--- src/rtl/stt_pkg.sv ---
// Shared types, character codes and class decode for the spec text tokenizer.
// No dependencies; used by every module of the block.
package stt_pkg;

   // token kinds carried on the result channel
   typedef enum logic [2:0] {
      KIND_PUNCT  = 3'd0,
      KIND_WORD   = 3'd1,
      KIND_STRING = 3'd2,
      KIND_UNTERM = 3'd3,
      KIND_BAD    = 3'd4,
      KIND_END    = 3'd5
   } stt_kind_type;

   // character codes
   localparam logic [7:0] CH_NUL    = 8'h00;
   localparam logic [7:0] CH_LF     = 8'h0A;
   localparam logic [7:0] CH_SPACE  = 8'h20;
   localparam logic [7:0] CH_QUOTE  = 8'h22;
   localparam logic [7:0] CH_HASH   = 8'h23;
   localparam logic [7:0] CH_STAR   = 8'h2A;
   localparam logic [7:0] CH_DOT    = 8'h2E;
   localparam logic [7:0] CH_SLASH  = 8'h2F;
   localparam logic [7:0] CH_COLON  = 8'h3A;
   localparam logic [7:0] CH_SEMI   = 8'h3B;
   localparam logic [7:0] CH_QMARK  = 8'h3F;
   localparam logic [7:0] CH_LBRACK = 8'h5B;
   localparam logic [7:0] CH_RBRACK = 8'h5D;
   localparam logic [7:0] CH_UNDER  = 8'h5F;
   localparam logic [7:0] CH_LBRACE = 8'h7B;
   localparam logic [7:0] CH_RBRACE = 8'h7D;

   // most result items one input beat can produce, and result queue depth
   localparam int MaxResults = 3;
   localparam int QueueDepth = 4;

   // one result item
   typedef struct packed {
      logic [7:0]   token_byte;
      stt_kind_type token_kind;
      logic         token_first;
      logic         token_last;
      logic         no_character;
   } stt_item_type;

   // results from one input beat, item 0 goes out first
   typedef struct packed {
      logic [1:0]                    cnt;
      stt_item_type [MaxResults-1:0] item;
   } stt_group_type;

   function automatic logic is_space(input logic [7:0] c);
      return (c == CH_SPACE) || (c >= 8'd9 && c <= 8'd13);
   endfunction

   function automatic logic is_word(input logic [7:0] c, input logic colon_mode);
      logic alnum;
      alnum = (c >= 8'h30 && c <= 8'h39) || (c >= 8'h41 && c <= 8'h5A) ||
              (c >= 8'h61 && c <= 8'h7A);
      return alnum || c == CH_UNDER || c == CH_STAR || c == CH_LBRACK ||
             c == CH_RBRACK || c == CH_QMARK || c == CH_DOT ||
             (colon_mode && c == CH_COLON);
   endfunction

   function automatic stt_item_type make_item(input logic [7:0] ch, input stt_kind_type kind,
                                              input logic first, input logic last,
                                              input logic nochar);
      stt_item_type it;
      it.token_byte   = nochar ? 8'h00 : ch;
      it.token_kind   = kind;
      it.token_first  = first;
      it.token_last   = last;
      it.no_character = nochar;
      return it;
   endfunction

endpackage

--- src/rtl/stt_scan.sv ---
// Scanner state and token decode: one held lookahead byte plus comment,
// string and word flags. Depends on stt_pkg.
module stt_scan
   import stt_pkg::*;
(
   input  logic          clock,
   input  logic          reset,
   input  logic          accept,
   input  logic [7:0]    text_byte,
   input  logic          colon_in_words,
   input  logic          end_of_input,
   output stt_group_type group
);

   logic [7:0] held_byte_ff, held_byte_in;
   logic       held_valid_ff, held_valid_in;
   logic       held_mode_ff, held_mode_in;
   logic       block_cmt_ff, block_cmt_in;
   logic       line_cmt_ff, line_cmt_in;
   logic       in_str_ff, in_str_in;
   logic       str_text_ff, str_text_in;
   logic       in_word_ff, in_word_in;
   logic       drop_ff, drop_in;
   logic       ended_ff, ended_in;

   // decode of the held byte against the incoming one
   always_comb begin
      logic         p_vld;
      logic         nvalid;
      logic         last;
      logic [7:0]   h;
      stt_item_type p_item;
      stt_item_type u_item;
      stt_item_type e_item;

      held_byte_in  = held_byte_ff;
      held_valid_in = held_valid_ff;
      held_mode_in  = held_mode_ff;
      block_cmt_in  = block_cmt_ff;
      line_cmt_in   = line_cmt_ff;
      in_str_in     = in_str_ff;
      str_text_in   = str_text_ff;
      in_word_in    = in_word_ff;
      drop_in       = drop_ff;
      ended_in      = ended_ff;
      group         = '0;
      p_vld         = 1'b0;
      p_item        = '0;
      u_item        = '0;
      e_item        = '0;
      last          = 1'b0;
      h             = held_byte_ff;
      nvalid        = !end_of_input;

      if (accept && !ended_ff) begin
         if (held_valid_ff && drop_ff) begin
            drop_in = 1'b0;
         end else if (held_valid_ff) begin
            if (line_cmt_ff) begin
               if (h == CH_LF) line_cmt_in = 1'b0;
            end else if (in_str_ff) begin
               if (h == CH_QUOTE) begin
                  p_vld     = 1'b1;
                  p_item    = make_item(8'h00, KIND_STRING, !str_text_ff, 1'b1, 1'b1);
                  in_str_in = 1'b0;
               end else if (h == CH_LF || h == CH_NUL) begin
                  p_vld     = 1'b1;
                  p_item    = make_item(8'h00, KIND_UNTERM, !str_text_ff, 1'b1, 1'b1);
                  in_str_in = 1'b0;
                  if (h == CH_NUL) line_cmt_in = 1'b1;
               end else begin
                  p_vld       = 1'b1;
                  p_item      = make_item(h, KIND_STRING, !str_text_ff, 1'b0, 1'b0);
                  str_text_in = 1'b1;
               end
            end else if (is_space(h)) begin
               // whitespace is dropped
            end else if (block_cmt_ff) begin
               if (h == CH_STAR && nvalid && text_byte == CH_SLASH) begin
                  block_cmt_in = 1'b0;
                  drop_in      = 1'b1;
               end else if (h == CH_NUL) begin
                  line_cmt_in = 1'b1;
               end
            end else if (h == CH_NUL) begin
               line_cmt_in = 1'b1;
            end else if (h == CH_SLASH && nvalid && text_byte == CH_STAR) begin
               block_cmt_in = 1'b1;
               drop_in      = 1'b1;
            end else if (h == CH_HASH || (h == CH_SLASH && nvalid && text_byte == CH_SLASH)) begin
               line_cmt_in = 1'b1;
            end else if (h == CH_LBRACE || h == CH_RBRACE || h == CH_SEMI ||
                         (h == CH_COLON && !held_mode_ff)) begin
               p_vld  = 1'b1;
               p_item = make_item(h, KIND_PUNCT, 1'b1, 1'b1, 1'b0);
            end else if (is_word(h, held_mode_ff)) begin
               last       = !(nvalid && is_word(text_byte, colon_in_words));
               p_vld      = 1'b1;
               p_item     = make_item(h, KIND_WORD, !in_word_ff, last, 1'b0);
               in_word_in = !last;
            end else if (h == CH_QUOTE) begin
               in_str_in   = 1'b1;
               str_text_in = 1'b0;
            end else begin
               p_vld  = 1'b1;
               p_item = make_item(h, KIND_BAD, 1'b1, 1'b1, 1'b0);
            end
         end

         if (!end_of_input) begin
            // shift the new byte into the lookahead slot
            held_byte_in  = text_byte;
            held_mode_in  = colon_in_words;
            held_valid_in = 1'b1;
            group.cnt     = {1'b0, p_vld};
            group.item[0] = p_item;
         end else begin
            // flush: held byte, open string marker, end marker
            u_item = make_item(8'h00, KIND_UNTERM, !str_text_in, 1'b1, 1'b1);
            e_item = make_item(8'h00, KIND_END, 1'b1, 1'b1, 1'b1);
            if (p_vld) begin
               group.item[0] = p_item;
               if (in_str_in) begin
                  group.item[1] = u_item;
                  group.item[2] = e_item;
                  group.cnt     = 2'd3;
               end else begin
                  group.item[1] = e_item;
                  group.cnt     = 2'd2;
               end
            end else if (in_str_in) begin
               group.item[0] = u_item;
               group.item[1] = e_item;
               group.cnt     = 2'd2;
            end else begin
               group.item[0] = e_item;
               group.cnt     = 2'd1;
            end
            held_byte_in  = 8'h00;
            held_valid_in = 1'b0;
            held_mode_in  = 1'b0;
            block_cmt_in  = 1'b0;
            line_cmt_in   = 1'b0;
            in_str_in     = 1'b0;
            str_text_in   = 1'b0;
            in_word_in    = 1'b0;
            drop_in       = 1'b0;
            ended_in      = 1'b1;
         end
      end
   end

   // scanner state
   always_ff @(posedge clock) begin
      if (reset) begin
         held_byte_ff  <= '0;
         held_valid_ff <= 1'b0;
         held_mode_ff  <= 1'b0;
         block_cmt_ff  <= 1'b0;
         line_cmt_ff   <= 1'b0;
         in_str_ff     <= 1'b0;
         str_text_ff   <= 1'b0;
         in_word_ff    <= 1'b0;
         drop_ff       <= 1'b0;
         ended_ff      <= 1'b0;
      end else begin
         held_byte_ff  <= held_byte_in;
         held_valid_ff <= held_valid_in;
         held_mode_ff  <= held_mode_in;
         block_cmt_ff  <= block_cmt_in;
         line_cmt_ff   <= line_cmt_in;
         in_str_ff     <= in_str_in;
         str_text_ff   <= str_text_in;
         in_word_ff    <= in_word_in;
         drop_ff       <= drop_in;
         ended_ff      <= ended_in;
      end
   end

endmodule

--- src/rtl/stt_queue.sv ---
// Result queue: takes up to three items per input beat, sends one per beat.
// Depends on stt_pkg.
module stt_queue
   import stt_pkg::*;
(
   input  logic          clock,
   input  logic          reset,
   input  stt_group_type group,
   output logic          room,
   output logic          out_valid,
   input  logic          out_ready,
   output stt_item_type  out_item
);

   localparam int PtrW = $clog2(QueueDepth);
   localparam int CntW = $clog2(QueueDepth + 1);

   stt_item_type            q_ff [QueueDepth];
   stt_item_type            q_in [QueueDepth];
   logic [PtrW-1:0]         wr_ptr_ff, wr_ptr_in;
   logic [PtrW-1:0]         rd_ptr_ff, rd_ptr_in;
   logic [CntW-1:0]         count_ff, count_in;
   logic                    pop;

   // room for a full group of results
   assign room      = count_ff <= CntW'(QueueDepth - MaxResults);
   assign out_valid = count_ff != '0;
   assign out_item  = q_ff[rd_ptr_ff];
   assign pop       = out_valid && out_ready;

   // write up to three entries from the write pointer on
   always_comb begin
      for (int i = 0; i < QueueDepth; i++) begin
         q_in[i] = q_ff[i];
         for (int j = 0; j < MaxResults; j++) begin
            if (2'(j) < group.cnt && PtrW'(wr_ptr_ff + PtrW'(j)) == PtrW'(i))
               q_in[i] = group.item[j];
         end
      end
      wr_ptr_in = wr_ptr_ff + PtrW'(group.cnt);
      rd_ptr_in = rd_ptr_ff + PtrW'(pop);
      count_in  = count_ff + CntW'(group.cnt) - CntW'(pop);
   end

   // entries hold payload only
   always_ff @(posedge clock) begin
      for (int i = 0; i < QueueDepth; i++) q_ff[i] <= q_in[i];
   end

   // pointers and fill count
   always_ff @(posedge clock) begin
      if (reset) begin
         wr_ptr_ff <= '0;
         rd_ptr_ff <= '0;
         count_ff  <= '0;
      end else begin
         wr_ptr_ff <= wr_ptr_in;
         rd_ptr_ff <= rd_ptr_in;
         count_ff  <= count_in;
      end
   end

endmodule

--- src/rtl/spec_text_tokenizer.sv ---
// Specification text tokenizer top level: stream ports, scanner and result queue.
// Depends on stt_pkg, stt_scan and stt_queue.
//
// One text byte per beat goes in, one token character or marker per beat comes
// out, and back to back beats run at one byte per cycle on each side while
// rsp_tready stays high. Each byte is held as lookahead, so its token item is
// produced when the following byte is taken; the item is then registered into
// a four-entry result queue. A beat with req_tlast (end of input) flushes the
// held byte and may push up to three items (held character, unterminated-string
// marker, end marker); the input is not ready while more than one item waits in
// the queue, so that beat can stall the input until the queue drains to one
// item. After the end marker the block ignores further input until reset.
module spec_text_tokenizer
   import stt_pkg::*;
(
   input  logic        clock,
   input  logic        reset,
   input  logic        req_tvalid,
   output logic        req_tready,
   input  logic [7:0]  req_tdata,   // [7:0] text_byte
   input  logic        req_tuser,   // [0] colon_in_words
   input  logic        req_tlast,   // end_of_input
   output logic        rsp_tvalid,
   input  logic        rsp_tready,
   output logic [15:0] rsp_tdata,   // [7:0] token_byte, [8] token_first, [15:9] zero
   output logic [3:0]  rsp_tuser,   // [2:0] token_kind, [3] no_character
   output logic        rsp_tlast    // token_last
);

   stt_group_type group;
   stt_item_type  item;
   logic          room;
   logic          accept;

   assign req_tready = room;
   assign accept     = req_tvalid && room;

   stt_scan u_scan (
      .clock          (clock),
      .reset          (reset),
      .accept         (accept),
      .text_byte      (req_tdata),
      .colon_in_words (req_tuser),
      .end_of_input   (req_tlast),
      .group          (group)
   );

   stt_queue u_queue (
      .clock     (clock),
      .reset     (reset),
      .group     (group),
      .room      (room),
      .out_valid (rsp_tvalid),
      .out_ready (rsp_tready),
      .out_item  (item)
   );

   // pack the result beat
   assign rsp_tdata = {7'b0, item.token_first, item.token_byte};
   assign rsp_tuser = {item.no_character, item.token_kind};
   assign rsp_tlast = item.token_last;

endmodule

--- config.mk ---
export PLATFORM = sky130hd
export DESIGN_NAME = spec_text_tokenizer
export DESIGN_NICKNAME = d
export VERILOG_FILES = /design/src/rtl/stt_pkg.sv /design/src/rtl/stt_scan.sv /design/src/rtl/stt_queue.sv /design/src/rtl/spec_text_tokenizer.sv
export SDC_FILE = /design/constraint.sdc
export NUM_CORES = 1
export LEC_CHECK = 0
export BUFFER_PORTS_ARGS = -buffer_cell sky130_fd_sc_hd__buf_4
export CAP_MARGIN = 5
export CORE_MARGIN = 1
export CORE_UTILIZATION = 50
export CTS_BUF_LIST = sky130_fd_sc_hd__clkbuf_4
export DETAILED_ROUTE_END_ITERATION = 8
export PLACE_DENSITY = 0.79
export SLEW_MARGIN = 25
export SYNTH_ARGS = -nofsm -noshare
export SYNTH_HDL_FRONTEND = slang
export SYNTH_SLANG_ARGS = --single-unit
export TNS_END_PERCENT = 1
--- constraint.sdc ---
create_clock -name clock -period 10 [get_ports clock]
set_input_delay 0.5 -clock clock [delete_from_list [all_inputs] [get_ports clock]]
set_output_delay 0.5 -clock clock [all_outputs]
set_load 0.05 [all_outputs]
Word-level counts from Yosys, hierarchy flattened
Memory sizes are Yosys's and may differ from the RTL's. A register that Yosys moved wholly into a read port is not among the register bits. Index checks and enable logic that the tools add are counted.

Word-level logic and storage cells: 298. Memories kept: 1. Output and inout bits: 23. Bits of input ports: 14. Memory bits (writable): 56. Register bits: 24.

Memories: u_queue.q_ff (words 4, width 14, rd ports 1, clocked after Yosys merged registers in 1, wr ports 4, line stt_queue.sv:18) `stt_item_type q_ff [QueueDepth];`.

$add $sub $neg: 6. Equality and inequality tests: 50. Reduce and logical (&&, ||, !) cells: 77. Order comparisons: 18. Mux-type cells: 133.

Operators by type and width (number): $mux W14 (28); $eq A8 B6 Y1 const B (14); $mux W1 (95); $eq A8 B7 Y1 const B (8); $mux W28 (2); $mux W44 (1); $ge A8 B7 Y1 const B (4); $le A8 B7 Y1 const B (4); $logic_and A1 B1 Y1 (32); $logic_or A1 B1 Y1 (24); $ne A2 B2 Y1 const B (9); $ne A3 B3 Y1 const B (6); $ge A8 B6 Y1 const B (2); $le A8 B6 Y1 const B (2); $eq A2 B2 Y1 const B (6); $mux W6 (2); $reduce_and A12 Y1 (1); $eq A8 B4 Y1 const B (1); $ge A8 B4 Y1 const B (1); $le A8 B4 Y1 const B (1); $logic_not A8 Y1 (1); $mux W2 (4); $mux W8 (1); $reduce_and A8 Y1 (1); 21 further kinds (34).

Depth between registers and ports, before layout
Gate-level depths: netlist (run 1).

Word-level depth: 33. Depth in mapped cells: 22. Gate-level depth less buffers: 19.

Cells and area by module
A second synthesis (run 1) with hierarchy kept.

Cells, all modules: 643. Area total of the unflattened synthesis: 5626.6 um^2.

By module, submodules not included: stt_queue (seq. area each 1821.7 um^2, area each 3771.1 um^2, instances 1, cells each 381); stt_scan (seq. area each 340.3 um^2, area each 1793.0 um^2, instances 1, cells each 253); spec_text_tokenizer (seq. area each 0.0 um^2, area each 62.6 um^2, instances 1, cells each 9).

Worst setup path after synthesis (run 1)
OpenSTA, ideal clock, no wires.

Kind: in2reg. From: input req_tlast. To: memory u_queue.q_ff[3][0] (netlist name) (enable). Setup time: 0.407 ns. Setup slack: 5.255 ns. Stages: 15. Data required time: 9.593 ns. Data arrival time: 4.338 ns. Path buffers: 2. Cell sequence: buf_2 -> or4b_1 -> nor4_1 -> o2111ai_1 -> nand4_1 -> nor2_1 -> o22ai_1 -> inv_1 -> ha_1 -> mux2i_1 -> nand2_1 -> nand2_1 -> inv_1 -> buf_4 -> o31ai_1.

RTL lines: start: declaration (line spec_text_tokenizer.sv:22) `input logic req_tlast,`; end: declaration (line stt_queue.sv:18).

Final worst setup path (run 1)
From: register u_scan.held_byte_ff[5]. To: register u_queue.count_ff[2].

Cells in the longest elaborated chain, start to end: 29. Elaborated cells on any way between the ends: 83. Those cells by class: add/sub (2); order compare (8); eq/ne (15); mux (33); reduce/logical (25).

Ends and longest elaborated chain: start: declaration (line stt_scan.sv:15) `logic [7:0] held_byte_ff, held_byte_in;`; start signal: assignment (line stt_scan.sv:167) `held_byte_ff <= held_byte_in;`; $ge A8 B6 Y1, or another cell as far along (line stt_pkg.sv:58) `alnum = (c >= 8'h30 && c <= 8'h39) || (c >= 8'h41 && c <= 8'h5A) ||`; $logic_and A1 B1 Y1 (line stt_pkg.sv:58); $logic_or A1 B1 Y1 (2 in series) (line stt_pkg.sv:58); $logic_or A1 B1 Y1 (4 in series) (line stt_pkg.sv:60) `return alnum || c == CH_UNDER || c == CH_STAR || c == CH_LBRACK ||`; $logic_or A1 B1 Y1 (3 in series) (line stt_pkg.sv:61) `c == CH_RBRACK || c == CH_QMARK || c == CH_DOT ||`; $mux W1 (line stt_scan.sv:96) `end else if (is_word(h, held_mode_ff)) begin`; $mux W1 (line stt_scan.sv:92) `end else if (h == CH_LBRACE || h == CH_RBRACE || h == CH_SEMI ||`; $mux W1 (line stt_scan.sv:90) `end else if (h == CH_HASH || (h == CH_SLASH && nvalid && text_byte == CH_SLASH)) begin`; [7 not listed]; $mux W1 (line stt_scan.sv:56) `if (held_valid_ff && drop_ff) begin`; $mux W1 (line stt_scan.sv:55) `if (accept && !ended_ff) begin`; $mux W2 or $mux W1 (tied branches) (line stt_scan.sv:131, stt_scan.sv:123); $mux W2 (line stt_scan.sv:121) `if (p_vld) begin`; $mux W2 * (line stt_scan.sv:110) `if (!end_of_input) begin`; $mux W44 * (line stt_scan.sv:55); $add A3 B2 Y3 * (line stt_queue.sv:42) `count_in = count_ff + CntW'(group.cnt) - CntW'(pop);`; $sub A3 B1 Y3 * (line stt_queue.sv:42); end signal: assignment (line stt_queue.sv:59) `count_ff <= count_in;`; end: declaration (line stt_queue.sv:22) `logic [CntW-1:0] count_ff, count_in;`.

Mark *: on every way between the ends. The rest lies on a longest branch, timed or not. The select of a mux whose other input is x is not followed. A chain may end at the register's enable or synchronous reset.

==> metrics.txt, run 1 <==
WS Path Type=flip-flop to flip-flop; Mapped Cells=460; CTS tree=yes; RSZ-0062 raised after global routing=no; Max Slew Vio Count=0; Peak supply drop=108 uV; Mapped Area=4710 sq um; Syn Area/Cell=10.2 sq um; Synth Warn #=0; Req. time, crit path=10.33 ns; initial core utilization=0.512; Hold/Removal Path Class=input port to flip-flop; port bufs=29; Syn-to-layout area delta=8.48%; synth unique cells=73; cell taking the most area after synthesis=edfxtp_1; critical path capture point type=flip-flop; initial antenna violation count=0; DR WL/cell=17.7 um; Chip Height=99.0 um; DRT iter0 DRCs=347; post-CTS setup buffer count=0; TNS Setup=0 ns; share of cells above drive strength 1=0.176; DRC=0; Tot GR Track Use=0.220; total die area=9800 sq um; FF/Latch Area=2160 sq um; number of global-route vias before repair=3364; Hold-fix buffers, CTS=0; CP Max Fanout=15; CTS Buf Count=9; CTS Sinks=80; Async SR Flop Fraction=0; post-synth top area share=0.357; largest net degree at the start of global routing=27; Max-slew headroom=0.423; fillers=808; nets=494; outcome=finished clean; first-pass GRT wire length=16700 um; routed vias/inst=6.35; Post-DP Area=4930 sq um; CTS Buffer Depth=2; Die Width=99.0 um; final WL=10400 um; crit path time final=4.98 ns; Post-synth top flop=edfxtp_1; leading cell type by number of instances after synthesis=edfxtp_1; Setup Skew=0.00733 ns; # resized after CTS=0; Finished Cell Area=5100 sq um; synth cell count leaders=56 x edfxtp_1, 37 x nand2_1, 36 x a21oi_1; DR pass1 iterations=5; sequential area share after synthesis=0.459; placer congestion estimate=0.933; DRT antenna net count=0; CTS clk-pin slew, worst paths=0.13 ns; WP data arrival=5.32 ns; top cells by area, synth=edfxtp_1 36%, dfxtp_1 10%, mux4_2 6.7%; CP Launch Type=flip-flop; dpl hpwl=7170 um; Yosys reg bits=80; overflow left after global routing=0; FP Rows=35; Worst Max-Slew Pin Slew=0.865 ns; Cell Pwr Density=205 nW/um^2; Hold Fails Final Rpt=0; max cap viols=0; CTS H-tree depth=3; clk_lat worst skew=0.44 ns; CORE AREA=9200 sq um; hold wc startpoint=req_tdata[7]; Leakage=1.85 nW; num ports=37; # diodes=0; Setup crit start=u_scan.held_byte_ff[5]; final setup fails=0; Root Buffer=clkbuf_4; fin crit share=0.498; reg2reg start=u_scan.held_byte_ff[5]; area of the multi-input gates=2330 sq um; routed vias=3731; Fmax=201 MHz; EDFF count, synth=56
==> flip-flops by register name, summed over array words and instances, names as in the netlist <==
name and flops:
u_queue.wr_ptr_ff 2, u_queue.rd_ptr_ff 2, u_scan.in_str_ff 1, u_scan.in_word_ff 1, u_queue.q_ff 56, u_scan.held_valid_ff 1
u_scan.line_cmt_ff 1, u_scan.held_mode_ff 1, u_scan.held_byte_ff 8, u_scan.str_text_ff 1, u_queue.count_ff 3, u_scan.block_cmt_ff 1
u_scan.ended_ff 1, u_scan.drop_ff 1
==> layout make-up <==
type,instances,area share
Timing Repair Buffer,33,0.0485
Inverter,15,0.0110
Sequential cell,80,0.424
Tap cell,111,0.0272
Multi-Input combinational cell,333,0.457
Clock buffer,10,0.0147
Clock inverter,6,0.0181
==> critical path, cell delays in order, from the launching register on <==
cell and delay, ns:
dfxtp_1 0.66, nor4b_1 0.64, and4bb_2 0.39, a21oi_1 0.14, nand4_1 0.27, nor2_1 0.09
o22ai_1 0.23, inv_1 0.07, ha_1 0.33, mux2i_1 0.15, nand2_1 0.09, nand2_1 0.20
inv_1 0.26, ha_1 0.36, inv_1 0.04, ha_1 0.20, fa_1 0.37, xor2_1 0.18
xnor2_1 0.14, nor2_1 0.05
==> routing by layer <==
layer	track usage	vias up	wire, um
li1	-	1765	-
met1	0.311	1777	4660
met2	0.339	174	4770
met3	0.0355	15	776
met4	0.0896	0	173
met5	0	-	0
==> stage by stage <==
stage          cells  hold WS (ns)  setup slack [ns]   util  power [mW]
5_1_grt          588         0.322              4.59  0.555        1.10
6_report         588         0.339              5.02  0.555        1.05
4_1_cts          588         0.325              5.11  0.555        1.05
3_3_place_gp     572         0.459              5.17  0.536       0.825
2_1_floorplan    466         0.445              5.25      -       0.737
3_5_place_dp     572         0.465              5.06  0.537       0.832
==> logic make-up (layout without fill, tap and decap cells) <==
kind of cell,Yosys count,in the layout,synth area share
flip-flops,80,80,0.459
multiplexers,18,18,0.0760
other,1,7,0.000797
AND/OR/NAND/NOR,189,189,0.225
adder cells (fa/ha/maj),8,8,0.0229
XOR/XNOR,7,7,0.0130
AO/OA/AOI/OAI,104,104,0.148
buffers and inverters,53,64,0.0540
==> path summary, 6_finish.rpt <==
| path | to | slack [ns] | depth (start not counted) |
|---|---|---|---|
| worst max-delay path | u_queue.count_ff[2] | 5.02 | 19 |
| worst min-delay path | u_scan.held_byte_ff[7] | 0.34 | 3 |
| worst max register to register | u_queue.count_ff[2] | 5.02 | 19 |
| worst min register to register | u_scan.held_mode_ff | 0.49 | 2 |
==> placed cells by master (no fill, tap or decap), types with 5 or more instances in the layout <==
| master | n |
|---|---|
| nor2_1 | 34 |
| or3_1 | 9 |
| a21oi_1 | 34 |
| and3_1 | 28 |
| and2_1 | 7 |
| nor4b_1 | 5 |
| o21ai_0 | 13 |
| nor2b_1 | 7 |
| inv_1 | 15 |
| a31oi_1 | 6 |
| nor3_1 | 14 |
| mux4_2 | 14 |
| conb_1 | 7 |
| o22ai_1 | 7 |
| clkbuf_4 | 10 |
| ha_1 | 7 |
| buf_4 | 33 |
| edfxtp_1 | 56 |
| nand2_1 | 37 |
| nand3_1 | 8 |
| nand3b_1 | 12 |
| dfxtp_1 | 23 |
| o221ai_1 | 7 |
==> power breakdown <==
group	internal [mW]	total (mW)	leakage [nW]	switching, mW
Combinational	0.148	0.392	1.02	0.243
Clock	0.105	0.222	0.0832	0.117
Sequential	0.388	0.434	0.750	0.0466
Total	0.641	1.05	1.85	0.407
Power figures use the tool's default switching activity.
==> inputs of run 2 (changes only) <==
--- a/config.mk
+++ b/config.mk
@@ -5,13 +5,14 @@
 export SDC_FILE = /design/constraint.sdc
 export NUM_CORES = 1
 export LEC_CHECK = 0
+export ABC_AREA = 1
 export BUFFER_PORTS_ARGS = -buffer_cell sky130_fd_sc_hd__buf_4
 export CAP_MARGIN = 5
 export CORE_MARGIN = 1
 export CORE_UTILIZATION = 50
 export CTS_BUF_LIST = sky130_fd_sc_hd__clkbuf_4
 export DETAILED_ROUTE_END_ITERATION = 8
-export PLACE_DENSITY = 0.79
+export PLACE_DENSITY = 0.82
 export SLEW_MARGIN = 25
 export SYNTH_ARGS = -nofsm -noshare
 export SYNTH_HDL_FRONTEND = slang
==> constraint.sdc (replaced) <==
create_clock -name clock -period 4.5 [get_ports clock]
set_input_delay 0.225 -clock clock [delete_from_list [all_inputs] [get_ports clock]]
set_output_delay 0.225 -clock clock [all_outputs]
set_load 0.05 [all_outputs]
==> run 2 against run 1 <==
Synthesized cell count rose by 36%. Clock power rose by 88%. Maximum frequency rose by 35%. Non-clock buffer count fell by 1. Cell count rose by 33%. Global-route usage rose by 2.8 points. Sequential power rose by 110%. Clock-buffer cell count fell by 1. Die area rose by 4.7%. Largest cell class unchanged.
==> metrics.txt, run 2 <==
area of the multi-input gates=2360 sq um; WP data arrival=4.03 ns; port bufs=29; Cell Pwr Density=468 nW/um^2; max cap viols=0; CTS clk-pin slew, worst paths=0.15 ns; Peak supply drop=211 uV; Fmax=270 MHz; initial core utilization=0.524; crit-path cells=nand2_1, inv_2, nand2_2, nor2_4, nand2_2, nand2_1, nor2_1, nand2_2, nand2_4, nand3_4, inv_2, ha_1, inv_1, nand2_1, nand2_4, inv_1, ha_1, inv_1, ha_1, fa_1, xor2_1, o21ai_0, a21oi_1; fillers=864; leading cell type by number of instances after synthesis=nand2_1; first-pass GRT wire length=19600 um; nets=669; Tot GR Track Use=0.248; Async SR Flop Fraction=0; post-CTS setup buffer count=0; Post-synth top flop=edfxtp_1; overflow left after global routing=0; number of global-route vias before repair=4044; Die Width=101 um; Hold/Removal Path Class=input port to flip-flop; fin crit share=0.823; Setup Skew=0.0239 ns; CP Max Fanout=12; CTS Sinks=80; synth cell count leaders=120 x nand2_1, 113 x nor2_1, 56 x edfxtp_1; critical path capture point type=flip-flop; crit-path leading delay family=adder cells; Yosys reg bits=80; DRT antenna net count=0; DR pass1 iterations=5; # resized after CTS=0; final WL=11900 um; critical path's largest stage delay=0.54 ns; Mapped Cells=627; routed vias/inst=5.48; outcome=finished clean; routed vias=4282; crit path max-delay cell type=dfxtp_1; CP Launch Type=flip-flop; clk_lat worst skew=0.45 ns; Root Buffer=clkbuf_4; Crit. path cell count=23; CTS tree=yes; number of cells on the worst reg-to-reg path=23; DRC=0; FP Rows=35; WS Path Type=flip-flop to flip-flop; final setup fails=0; Hold Fails Final Rpt=0; share of cells above drive strength 1=0.160; top cells by area, synth=edfxtp_1 34%, dfxtp_1 9.7%, nand2_1 9.1%; dpl hpwl=8690 um; commonest non-fill, non-tap cells in the layout=120 x nand2_1, 113 x nor2_1, 56 x edfxtp_1; cell taking the most area after synthesis=edfxtp_1; CTS Buf Count=9; final core occ=0.564; # diodes=0; FF/Latch Area=2160 sq um; synth unique cells=45; Mapped Area=4930 sq um; sequential area share after synthesis=0.438; Syn Area/Cell=7.86 sq um; placer congestion estimate=0.967; largest register by flop count=u_queue.q_ff; Hold-fix buffers, CTS=0; crit path time final=3.70 ns; max reg flops=56; top flop regs=u_queue.q_ff: 56 flops, u_scan.held_byte_ff: 8 flops, u_queue.count_ff: 3 flops; Chip Height=101 um; TNS Setup=0 ns; worst path buffer plus inverter count=5; most common cell after layout, fill and taps aside=nand2_1; CTS Buffer Depth=2; Leakage=2.26 nW; CORE AREA=9420 sq um; num ports=37; EDFF count, synth=56; DR WL/cell=15.2 um; DRT iter0 DRCs=242; total die area=10300 sq um; CTS H-tree depth=3; post-synth top area share=0.341; RSZ-0062 raised after global routing=no; Worst Max-Slew Pin Slew=0.754 ns; Synth Warn #=0; Syn-to-layout area delta=7.71%; largest net degree at the start of global routing=30; WHS Path Cells=3; initial antenna violation count=0; Max-slew headroom=0.496; Req. time, crit path=4.83 ns; Max Slew Vio Count=0
-- run 2: cell count changes in the layout (fill, tap and decap cells not counted), moves of 10 or more --
cell	previous run	this run
nand2_1	37	120
nor2_1	34	113
inv_1	15	55
nand3_1	8	39
o21ai_0	13	44
and3_1	28	1
mux4_2	14	0
inv_2	0	12
nor3_1	14	3
o22ai_1	7	17
-- run 2: power breakdown --
group	internal [mW]	leakage (nW)	switching, mW	total, mW
combinational	0.318	1.50	0.823	1.14
clock	0.126	0.0736	0.291	0.417
sequential	0.873	0.678	0.0539	0.927
total	1.32	2.26	1.17	2.48
-- run 2: layer usage --
metal / routed length (um) / track usage / up-vias
met5: 0 / 0 / -
met4: 260 / 0.0903 / 0
met3: 881 / 0.0490 / 28
met2: 5650 / 0.423 / 188
met1: 5080 / 0.314 / 1955
li1: - / - / 2111
-- run 2: worst reg2reg max path, stage by stage, from the launching register on --
cell	delay [ns]
dfxtp_1	0.54
nand2_1	0.12
inv_2	0.10
nand2_2	0.08
nor2_4	0.14
nand2_2	0.06
nand2_1	0.11
nor2_1	0.06
nand2_2	0.09
nand2_4	0.08
nand3_4	0.11
inv_2	0.08
ha_1	0.33
inv_1	0.08
nand2_1	0.08
nand2_4	0.19
inv_1	0.08
ha_1	0.27
inv_1	0.04
ha_1	0.20
fa_1	0.37
xor2_1	0.16
o21ai_0	0.16
a21oi_1	0.06
-- run 2: final timing paths --
kind,start,endpoint,slack [ns]
setup / recovery,u_scan.held_byte_ff[2],u_queue.count_ff[2],0.80
hold / removal,req_tuser,u_scan.held_mode_ff,0.02
setup reg to reg,u_scan.held_byte_ff[2],u_queue.count_ff[2],0.80
hold reg to reg,u_scan.in_word_ff,u_scan.in_word_ff,0.47
-- run 2: cells by family after synthesis --
| kind of cell | Yosys count | synth area share |
|---|---|---|
| compound gates | 112 | 0.130 |
| other cells | 1 | 0.000760 |
| simple gates | 326 | 0.318 |
| buf+inv | 98 | 0.0873 |
| xor+xnor | 2 | 0.00355 |
| flops | 80 | 0.438 |
| fa+ha+maj | 8 | 0.0218 |
-- run 2: final cells by class --
type / count / share of cell area
Multi-Input combinational cell: 455 / 0.445
Sequential cell: 80 / 0.407
Clock inverter: 7 / 0.0113
Inverter: 69 / 0.0488
Timing Repair Buffer: 32 / 0.0452
Clock buffer: 9 / 0.0127
Tap cell: 129 / 0.0304
-- run 2: through the flow --
stage	cell area [sq um]	cells	setup slack (ns)	hold slack (ns)	total power, mW
detailed placement	5180	765	0.850	0.461	2.08
floorplan	4950	633	1.02	0.370	1.79
CTS	5310	781	0.826	0.0222	2.49
global route	5310	781	0.502	0.0460	2.62
global placement	5180	765	0.909	0.448	2.06
finish	5310	781	0.799	0.0209	2.48
